<file path="config.mk">
export PLATFORM = sky130hd
export DESIGN_NAME = preamble_length_frame_receiver_core
export DESIGN_NICKNAME = d
export VERILOG_FILES = /design/src/hw/rtl/plfr_pkg.sv /design/src/hw/rtl/preamble_length_frame_receiver_core.sv
export SDC_FILE = /design/constraint.sdc
export NUM_CORES = 1
export LEC_CHECK = 0
export BUFFER_PORTS_ARGS = -buffer_cell sky130_fd_sc_hd__buf_2
export CORE_MARGIN = 4
export CORE_UTILIZATION = 45
export CTS_CLUSTER_SIZE = 16
export DETAILED_ROUTE_END_ITERATION = 6
export GPL_ROUTABILITY_DRIVEN = 0
export PLACE_DENSITY = 0.71
export SETUP_SLACK_MARGIN = 0.2
export SYNTH_ARGS = -nofsm -noshare
export SYNTH_HDL_FRONTEND = slang
export SYNTH_SLANG_ARGS = --single-unit
</file>
<file path="constraint.sdc">
create_clock -name clock -period 4.5 [get_ports clock]
set_input_delay 1.35 -clock clock [delete_from_list [all_inputs] [get_ports clock]]
set_output_delay 1.35 -clock clock [all_outputs]
set_load 0.05 [all_outputs]
</file>
<file path="src/hw/rtl/plfr_pkg.sv">
package plfr_pkg;

   // configuration register indexes
   localparam logic [1:0] CSR_PREAMBLE_BYTES  = 2'd0;
   localparam logic [1:0] CSR_PREAMBLE_LENGTH = 2'd1;
   localparam logic [1:0] CSR_TIMEOUT_TICKS   = 2'd2;

   // reset values of the configuration registers
   localparam logic [31:0] PREAMBLE_BYTES_RESET  = 32'd0;
   localparam logic [2:0]  PREAMBLE_LENGTH_RESET = 3'd4;
   localparam logic [31:0] TIMEOUT_TICKS_RESET   = 32'd2000;

   // event kinds on the input channel
   localparam logic KIND_BYTE = 1'b0;
   localparam logic KIND_TICK = 1'b1;

   typedef struct packed {
      logic       kind;
      logic [7:0] rx_byte;
   } req_type;

   typedef struct packed {
      logic       data_valid;
      logic [7:0] data_byte;
      logic [6:0] byte_position;
      logic       frame_end;
      logic [7:0] frame_total;
      logic       frame_dropped;
   } rsp_type;

endpackage

</file>
<file path="src/hw/rtl/preamble_length_frame_receiver_core.sv">
// Preamble-hunting, length-prefixed frame receiver.
//
// Input channel (req_): one beat is either a received byte (kind = 0) or one
// timer tick (kind = 1). Every byte beat yields exactly one result beat on
// the rsp_ channel; a tick beat yields none and only advances the gap timer.
// Configuration (csr_) is a plain write port: preamble bytes, preamble
// length and tick timeout, written while the block is idle.
//
// A byte's result is registered, or held in the skid entry if the waiting result
// is stalled. Throughput is one beat per cycle while req_stall is low, set by the
// single compare-and-count stage between the state and result registers.
// A result register plus one skid entry separate the two channels, so the
// block keeps taking beats while one result waits. req_stall is the skid
// entry's valid: it rises when a byte comes in while the waiting result is
// stalled, and falls at the edge where the receiver takes a result.
//
// Synchronous reset clears the hunt state, the gap timer and both result
// slots, and loads the configuration defaults (length 4, timeout 2000).
module preamble_length_frame_receiver_core #(
   parameter int BUF_DEPTH    = 128,
   parameter int MAX_PREAMBLE = 4
) (
   input  logic              clock,
   input  logic              reset,
   input  logic              req_valid,
   output logic              req_stall,
   input  plfr_pkg::req_type req_data,
   output logic              rsp_valid,
   input  logic              rsp_stall,
   output plfr_pkg::rsp_type rsp_data,
   input  logic              csr_write,
   input  logic [1:0]        csr_index,
   input  logic [31:0]       csr_wdata
);
   import plfr_pkg::*;

   localparam logic [7:0] DEPTH_LIMIT    = 8'(BUF_DEPTH);
   localparam logic [2:0] PREAMBLE_LIMIT = 3'(MAX_PREAMBLE);

   logic [31:0] preamble_bytes_ff;
   logic [2:0]  preamble_length_ff;
   logic [31:0] timeout_ticks_ff;

   logic [2:0]  matched_ff,  matched_in;
   logic [7:0]  expected_ff, expected_in;
   logic [7:0]  taken_ff,    taken_in;
   logic [31:0] gap_ff,      gap_in;

   logic        rsp_valid_ff, rsp_valid_in;
   rsp_type     rsp_data_ff,  rsp_data_in;
   logic        skid_valid_ff, skid_valid_in;
   rsp_type     skid_data_ff,  skid_data_in;

   logic        req_take;
   logic        byte_take;
   logic        out_free;
   logic        timeout_hit;
   logic [2:0]  match_start;
   logic [7:0]  taken_start;
   logic [2:0]  plen;
   logic [7:0]  want;
   logic [7:0]  taken_next;
   rsp_type     result;

   assign req_stall = skid_valid_ff;
   assign req_take  = req_valid && !skid_valid_ff;
   assign byte_take = req_take && (req_data.kind == KIND_BYTE);
   assign out_free  = !rsp_valid_ff || !rsp_stall;
   assign rsp_valid = rsp_valid_ff;
   assign rsp_data  = rsp_data_ff;

   // configuration registers
   always_ff @(posedge clock) begin
      if (reset) begin
         preamble_bytes_ff  <= PREAMBLE_BYTES_RESET;
         preamble_length_ff <= PREAMBLE_LENGTH_RESET;
         timeout_ticks_ff   <= TIMEOUT_TICKS_RESET;
      end else if (csr_write) begin
         unique case (csr_index)
            CSR_PREAMBLE_BYTES:  preamble_bytes_ff  <= csr_wdata;
            CSR_PREAMBLE_LENGTH: preamble_length_ff <= csr_wdata[2:0];
            CSR_TIMEOUT_TICKS:   timeout_ticks_ff   <= csr_wdata;
            default: ;
         endcase
      end
   end

   // effective preamble length, clamped to 1..MAX_PREAMBLE
   always_comb begin
      plen = preamble_length_ff;
      if (plen == 3'd0) begin
         plen = 3'd1;
      end
      if (plen > PREAMBLE_LIMIT) begin
         plen = PREAMBLE_LIMIT;
      end
   end

   // timeout check ahead of the byte
   assign timeout_hit = gap_ff > timeout_ticks_ff;
   assign match_start = timeout_hit ? 3'd0 : matched_ff;
   assign taken_start = timeout_hit ? 8'd0 : taken_ff;
   assign taken_next  = taken_start + 8'd1;

   // preamble byte wanted at the current hunt position
   always_comb begin
      unique case (match_start[1:0])
         2'd0: want = preamble_bytes_ff[7:0];
         2'd1: want = preamble_bytes_ff[15:8];
         2'd2: want = preamble_bytes_ff[23:16];
         2'd3: want = preamble_bytes_ff[31:24];
         default: want = preamble_bytes_ff[7:0];
      endcase
   end

   // hunt / data phase for one received byte
   always_comb begin
      matched_in  = match_start;
      expected_in = expected_ff;
      taken_in    = taken_start;
      result      = '0;
      result.frame_dropped = timeout_hit && (taken_ff != 8'd0);
      if (match_start < plen) begin
         matched_in = (req_data.rx_byte == want) ? match_start + 3'd1 : 3'd0;
         taken_in   = 8'd0;
      end else if ((taken_start == 8'd0) &&
                   ((req_data.rx_byte == 8'd0) || (req_data.rx_byte > DEPTH_LIMIT))) begin
         // bad length byte: drop it and hunt again
         expected_in = req_data.rx_byte;
         matched_in  = 3'd0;
      end else begin
         if (taken_start == 8'd0) begin
            expected_in = req_data.rx_byte;
         end
         result.data_valid    = 1'b1;
         result.data_byte     = req_data.rx_byte;
         result.byte_position = taken_start[6:0];
         if (taken_next == expected_in) begin
            result.frame_end   = 1'b1;
            result.frame_total = expected_in;
            matched_in         = 3'd0;
            taken_in           = 8'd0;
         end else begin
            taken_in = taken_next;
         end
      end
   end

   // gap timer: ticks count up and saturate, bytes clear it
   always_comb begin
      gap_in = gap_ff;
      if (req_take) begin
         if (req_data.kind == KIND_TICK) begin
            if (gap_ff != '1) begin
               gap_in = gap_ff + 32'd1;
            end
         end else begin
            gap_in = '0;
         end
      end
   end

   // result register and skid entry
   always_comb begin
      rsp_valid_in  = rsp_valid_ff;
      rsp_data_in   = rsp_data_ff;
      skid_valid_in = skid_valid_ff;
      skid_data_in  = skid_data_ff;
      if (out_free) begin
         rsp_valid_in = 1'b0;
         if (skid_valid_ff) begin
            rsp_valid_in  = 1'b1;
            rsp_data_in   = skid_data_ff;
            skid_valid_in = 1'b0;
         end else if (byte_take) begin
            rsp_valid_in = 1'b1;
            rsp_data_in  = result;
         end
      end else if (byte_take) begin
         skid_valid_in = 1'b1;
         skid_data_in  = result;
      end
   end

   always_ff @(posedge clock) begin
      if (reset) begin
         matched_ff    <= '0;
         expected_ff   <= '0;
         taken_ff      <= '0;
         gap_ff        <= '0;
         rsp_valid_ff  <= 1'b0;
         skid_valid_ff <= 1'b0;
      end else begin
         if (byte_take) begin
            matched_ff  <= matched_in;
            expected_ff <= expected_in;
            taken_ff    <= taken_in;
         end
         gap_ff        <= gap_in;
         rsp_valid_ff  <= rsp_valid_in;
         skid_valid_ff <= skid_valid_in;
      end
   end

   // payload registers, no reset needed
   always_ff @(posedge clock) begin
      rsp_data_ff  <= rsp_data_in;
      skid_data_ff <= skid_data_in;
   end

   // checks
   a_skid_behind_out: assert property (@(posedge clock) disable iff (reset)
      skid_valid_ff |-> rsp_valid_ff)
      else $error("skid entry held while result register empty");

   a_end_is_data: assert property (@(posedge clock) disable iff (reset)
      (rsp_valid_ff && rsp_data_ff.frame_end) |-> rsp_data_ff.data_valid)
      else $error("frame end on a beat that carries no frame byte");

   a_idle_byte_zero: assert property (@(posedge clock) disable iff (reset)
      (rsp_valid_ff && !rsp_data_ff.data_valid) |->
      (rsp_data_ff.data_byte == 8'd0 && rsp_data_ff.frame_total == 8'd0))
      else $error("non-frame beat carries byte or total");

   a_tick_clears_nothing: assert property (@(posedge clock) disable iff (reset)
      (req_take && req_data.kind == KIND_TICK) |=>
      (matched_ff == $past(matched_ff) && taken_ff == $past(taken_ff)))
      else $error("tick changed hunt state");

endmodule
</file>
==> impl_results.md <==
- WL/cell: approximately 17 um
- H-tree depth: 4
- Core Box Area: 18800 um2
- Final #Nets: 1173
- Die area: approximately 22000 um2
- RR Startpoint: timeout_ticks_ff[4]$_SDFFE_PP1P_
- Clk Latency, worst-skew pair: ~0.43 ns
- Vias: about 7400
- WHS Endpoint: matched_ff[1]$_SDFFE_PP0P_
- Slew HR: between 20% and 30%
- Crit path kind: flop to flop
- HP Class: flop to flop
- Vias in the first global route: ~7000
- Layout cells sized above 1: between 20% and 30%
- Cells after Synth: ~960
- Final setup violating endpoints: 0
- Worst setup SP type: flop
- Slew @ Worst Pin: 1.18 ns
- Overall Global Routing Usage: approximately a fifth
- Primary FF master, synth: dfxtp_1
- Register bit total from synthesis: between 150 and 200
- Final Worst Setup Slack: between 0.1 and 0.15 ns
- Req. time, crit path: 4.86 ns
- Fin crit share: approximately 97%
- Clk_skew: roughly 0.012 ns
- RSZ-0062 raised after global routing: yes
- IO Pins: 76
- Async SR Flop Fraction: 0%
- R2r endpoint: taken_ff[6]$_SDFFE_PP0P_
- Max cap viols: 0
- Post-DP HPWL: roughly 16 mm
- Rows: 50
- 1st-pass router iterations: 7
- DRC errors left: 2
- Total gr overflow: 0
- Critical path's slowest cell: dfxtp_2
- Horiz. Die Dim: approximately 150 um
- CP max stage delay: between 0.3 and 0.4 ns
- TritonCTS clock tree: done
- Mapped Area: roughly 8700 um2
- Max Freq: about 230 MHz
- Post-synth EDFFs: 52
- Maximum vdd ir drop: 0.000284 V
- Most common cell after layout, fill and taps aside: nand2_1
- Root Buffer: clkbuf_16
- Register area share after synthesis: around 46%
- Worst Hold Path Cells: 2
- Synth top area share: approximately 28%
- Iter 0 DRT Violations: 650
- ANT nets after route: 0
- N_diodes: 0
- Largest net degree at the start of global routing: 76
- Antenna violations before repair: 0
- Pins over their slew limit: 0
- Crit path time final: 4.35 ns
- P&R area growth vs syn: 24.7%
- Setup TNS: 0 ns
- First-pass GRT wire length: between 30 and 40 mm
- Ys Warns: 0
- Vias per Instance: ~5.5
- CP arrival: between 4 and 5 ns
- CTS clk-pin slew, worst paths: roughly 0.07 ns
- Maximum clock path buffer count: 2
- CTS Buf Count: 17
- Reg2Reg Depth: 24
- Hold Path Origin: matched_ff[1]$_SDFFE_PP0P_
- Post-synth cell types: 69
- Height of the die: roughly 150 um
- Leakage power: approximately 4.2 nW
- Pwr dens: about 320 nW/um2
- Initial Utilization: 46.1%
- Final Hold Vio Count: 0
- Clock sinks: around 170
- Yosys top cell by area: dfxtp_1
- Worst R2R Setup Slack: between 0.1 and 0.15 ns
- Buffers on Ports: 75
- Buffers & Inverters on Critical Path: 5
- Place WS: -0.0344 ns
- Synth area leaders: dfxtp_1 28%, edfxtp_1 18%, nand2_1 7.4%, ha_1 5.9%, a21oi_1 5.4%
- Max FO, Critical Path: 6
- Fin util: 57.5%
- Post-layout total power: 0.00348 W
- Failing checks: DRC
- Syn Nets: between 1000 and 1500
- Crit path top cell by count: buf_6
- CP cell instances: inv_1 > ha_1 > nand4_1 > nor4_4 > and2b_4 > o41a_4 > nor2_4 > nand2_4 > inv_4 > ha_4 > nand2_2 > or2_4 > xnor2_2 > mux2i_1 > buf_4 > nor3_2 > or3_1 > o2111a_1 > and4_4 > buf_6 > nor3_4 > buf_6 > a31oi_1 > o22ai_1
- Status: finished with violations
- Wirelength, routed: between 20 and 25 mm
- Worst Setup End Kind: flop
- Most frequent cells in the layout: 168 x nand2_1, 110 x dfxtp_1, 89 x a21oi_1, 75 x nor2_1, 75 x buf_2
- Cell family with most CP delay: simple AND/OR/NAND/NOR gates
- Syn Area/Cell: 9.02 um2
[cell type report]
type                       count  area, um2
fill                        1601       8000
multi-input combinational    683       4720
sequential                   172       3980
timing repair buffer         151        973
clock buffer                  18        450
tap                          260        325
inverter                      59        224
clock inverter                14        158
[how the worst max path moves through the flow]
stage                                      from                        to  slack [ns]  cells past startpoint
2_1_floorplan  timeout_ticks_ff[1]$_SDFFE_PP0P_     rsp_data[9]$_DFFE_PP_        0.24                     21
3_3_place_gp   timeout_ticks_ff[5]$_SDFFE_PP0P_  taken_ff[2]$_SDFFE_PP0P_       -0.01                     23
3_5_place_dp   timeout_ticks_ff[5]$_SDFFE_PP0P_  taken_ff[2]$_SDFFE_PP0P_       -0.03                     23
4_1_cts                  gap_ff[1]$_SDFFE_PP0P_     rsp_data[5]$_DFFE_PP_        0.21                     20
5_1_grt        timeout_ticks_ff[4]$_SDFFE_PP1P_     rsp_data[4]$_DFFE_PP_       -0.07                     21
6_report       timeout_ticks_ff[4]$_SDFFE_PP1P_  taken_ff[6]$_SDFFE_PP0P_        0.15                     24
[flip-flops by register name, summed over array words and instances (netlist names), named ones only]
register            flops
matched_ff              3
req_stall               1
gap_ff                 32
rsp_data               26
preamble_bytes_ff      32
timeout_ticks_ff       32
skid_data_ff           26
taken_ff                8
preamble_length_ff      3
rsp_valid               1
[synthesized netlist by cell type (all sizes together), types with 3 or more instances]
library cell and instances:
edfxtp 52, mux2i 30, nor3b 3, a21oi 94
a21o 4, o21ai 22, or2 4, and3 14
nand2 174, nor3 12, dfxtp 120, or3 7
o31ai 11, mux2 15, xnor2 21, nand4 16
buf 10, and4 3, nor4 8, clkbuf 39
a31oi 3, a222oi 8, nor2 77, a211o 9
nor2b 5, nand3 24, nand2b 7, ha 41
inv 59, xor2 24, and2 11, o211ai 3
a211oi 6
[cell families (layout without fill, tap and decap cells)]
| group | Yosys count | after routing | share of synthesized area [%] |
|---|---|---|---|
| AOI/OAI and AO/OA | 181 | 181 | 13.7 |
| xor gates and xnor gates | 45 | 45 | 4.54 |
| adders and majority gates | 41 | 41 | 5.91 |
| buffers and inverters | 108 | 242 | 4.87 |
| DFF | 172 | 172 | 45.6 |
| muxes | 45 | 45 | 5.40 |
| and+or+nand+nor | 371 | 371 | 20.0 |
[worst register-to-register path: cells and delay by family, from the launching register on]
kind	cells	cell delay (ns)
XOR/XNOR	1	0.18
adder cells (fa/ha/maj)	2	0.42
AND/OR/NAND/NOR	11	2.08
buffers and inverters	5	0.55
AO/OA/AOI/OAI	4	0.43
multiplexers	1	0.24
flip-flops	1	0.34
[routing by layer]
layer	track usage, %	part of all wire, %	vias to the layer above
li1	-	-	3595
met1	26.0	43	3522
met2	34.0	49	237
met3	3.64	4.9	55
met4	8.15	3.0	0
met5	0	0	-
[power breakdown]
| part | internal, W | total [W] | switching, W |
|---|---|---|---|
| logic | 0.000115 | 0.000323 | 0.000208 |
| registers | 0.00163 | 0.00165 | 0.0000169 |
| clock network | 0.000861 | 0.00151 | 0.000650 |
| total | 0.00260 | 0.00348 | 0.000874 |
[repair_timing]
action,4_1_cts,5_1_grt
resized for setup,46,42
pin swaps,26,14
setup buffers,9,4
setup endpoints to repair,27,29
hold buffers,0,0
[metrics by stage]
step | hold WS, ns | instance area (um2) | std cells
final | 0.455 | 10800 | 1357
after floorplan | 0.432 | 8680 | 963
after global routing | 0.476 | 10800 | 1357
after global placement | 0.442 | 9670 | 1312
after CTS | 0.455 | 10600 | 1353
after detailed placement | 0.446 | 9670 | 1312
Note: power is estimated with default switching activity, not from simulation.
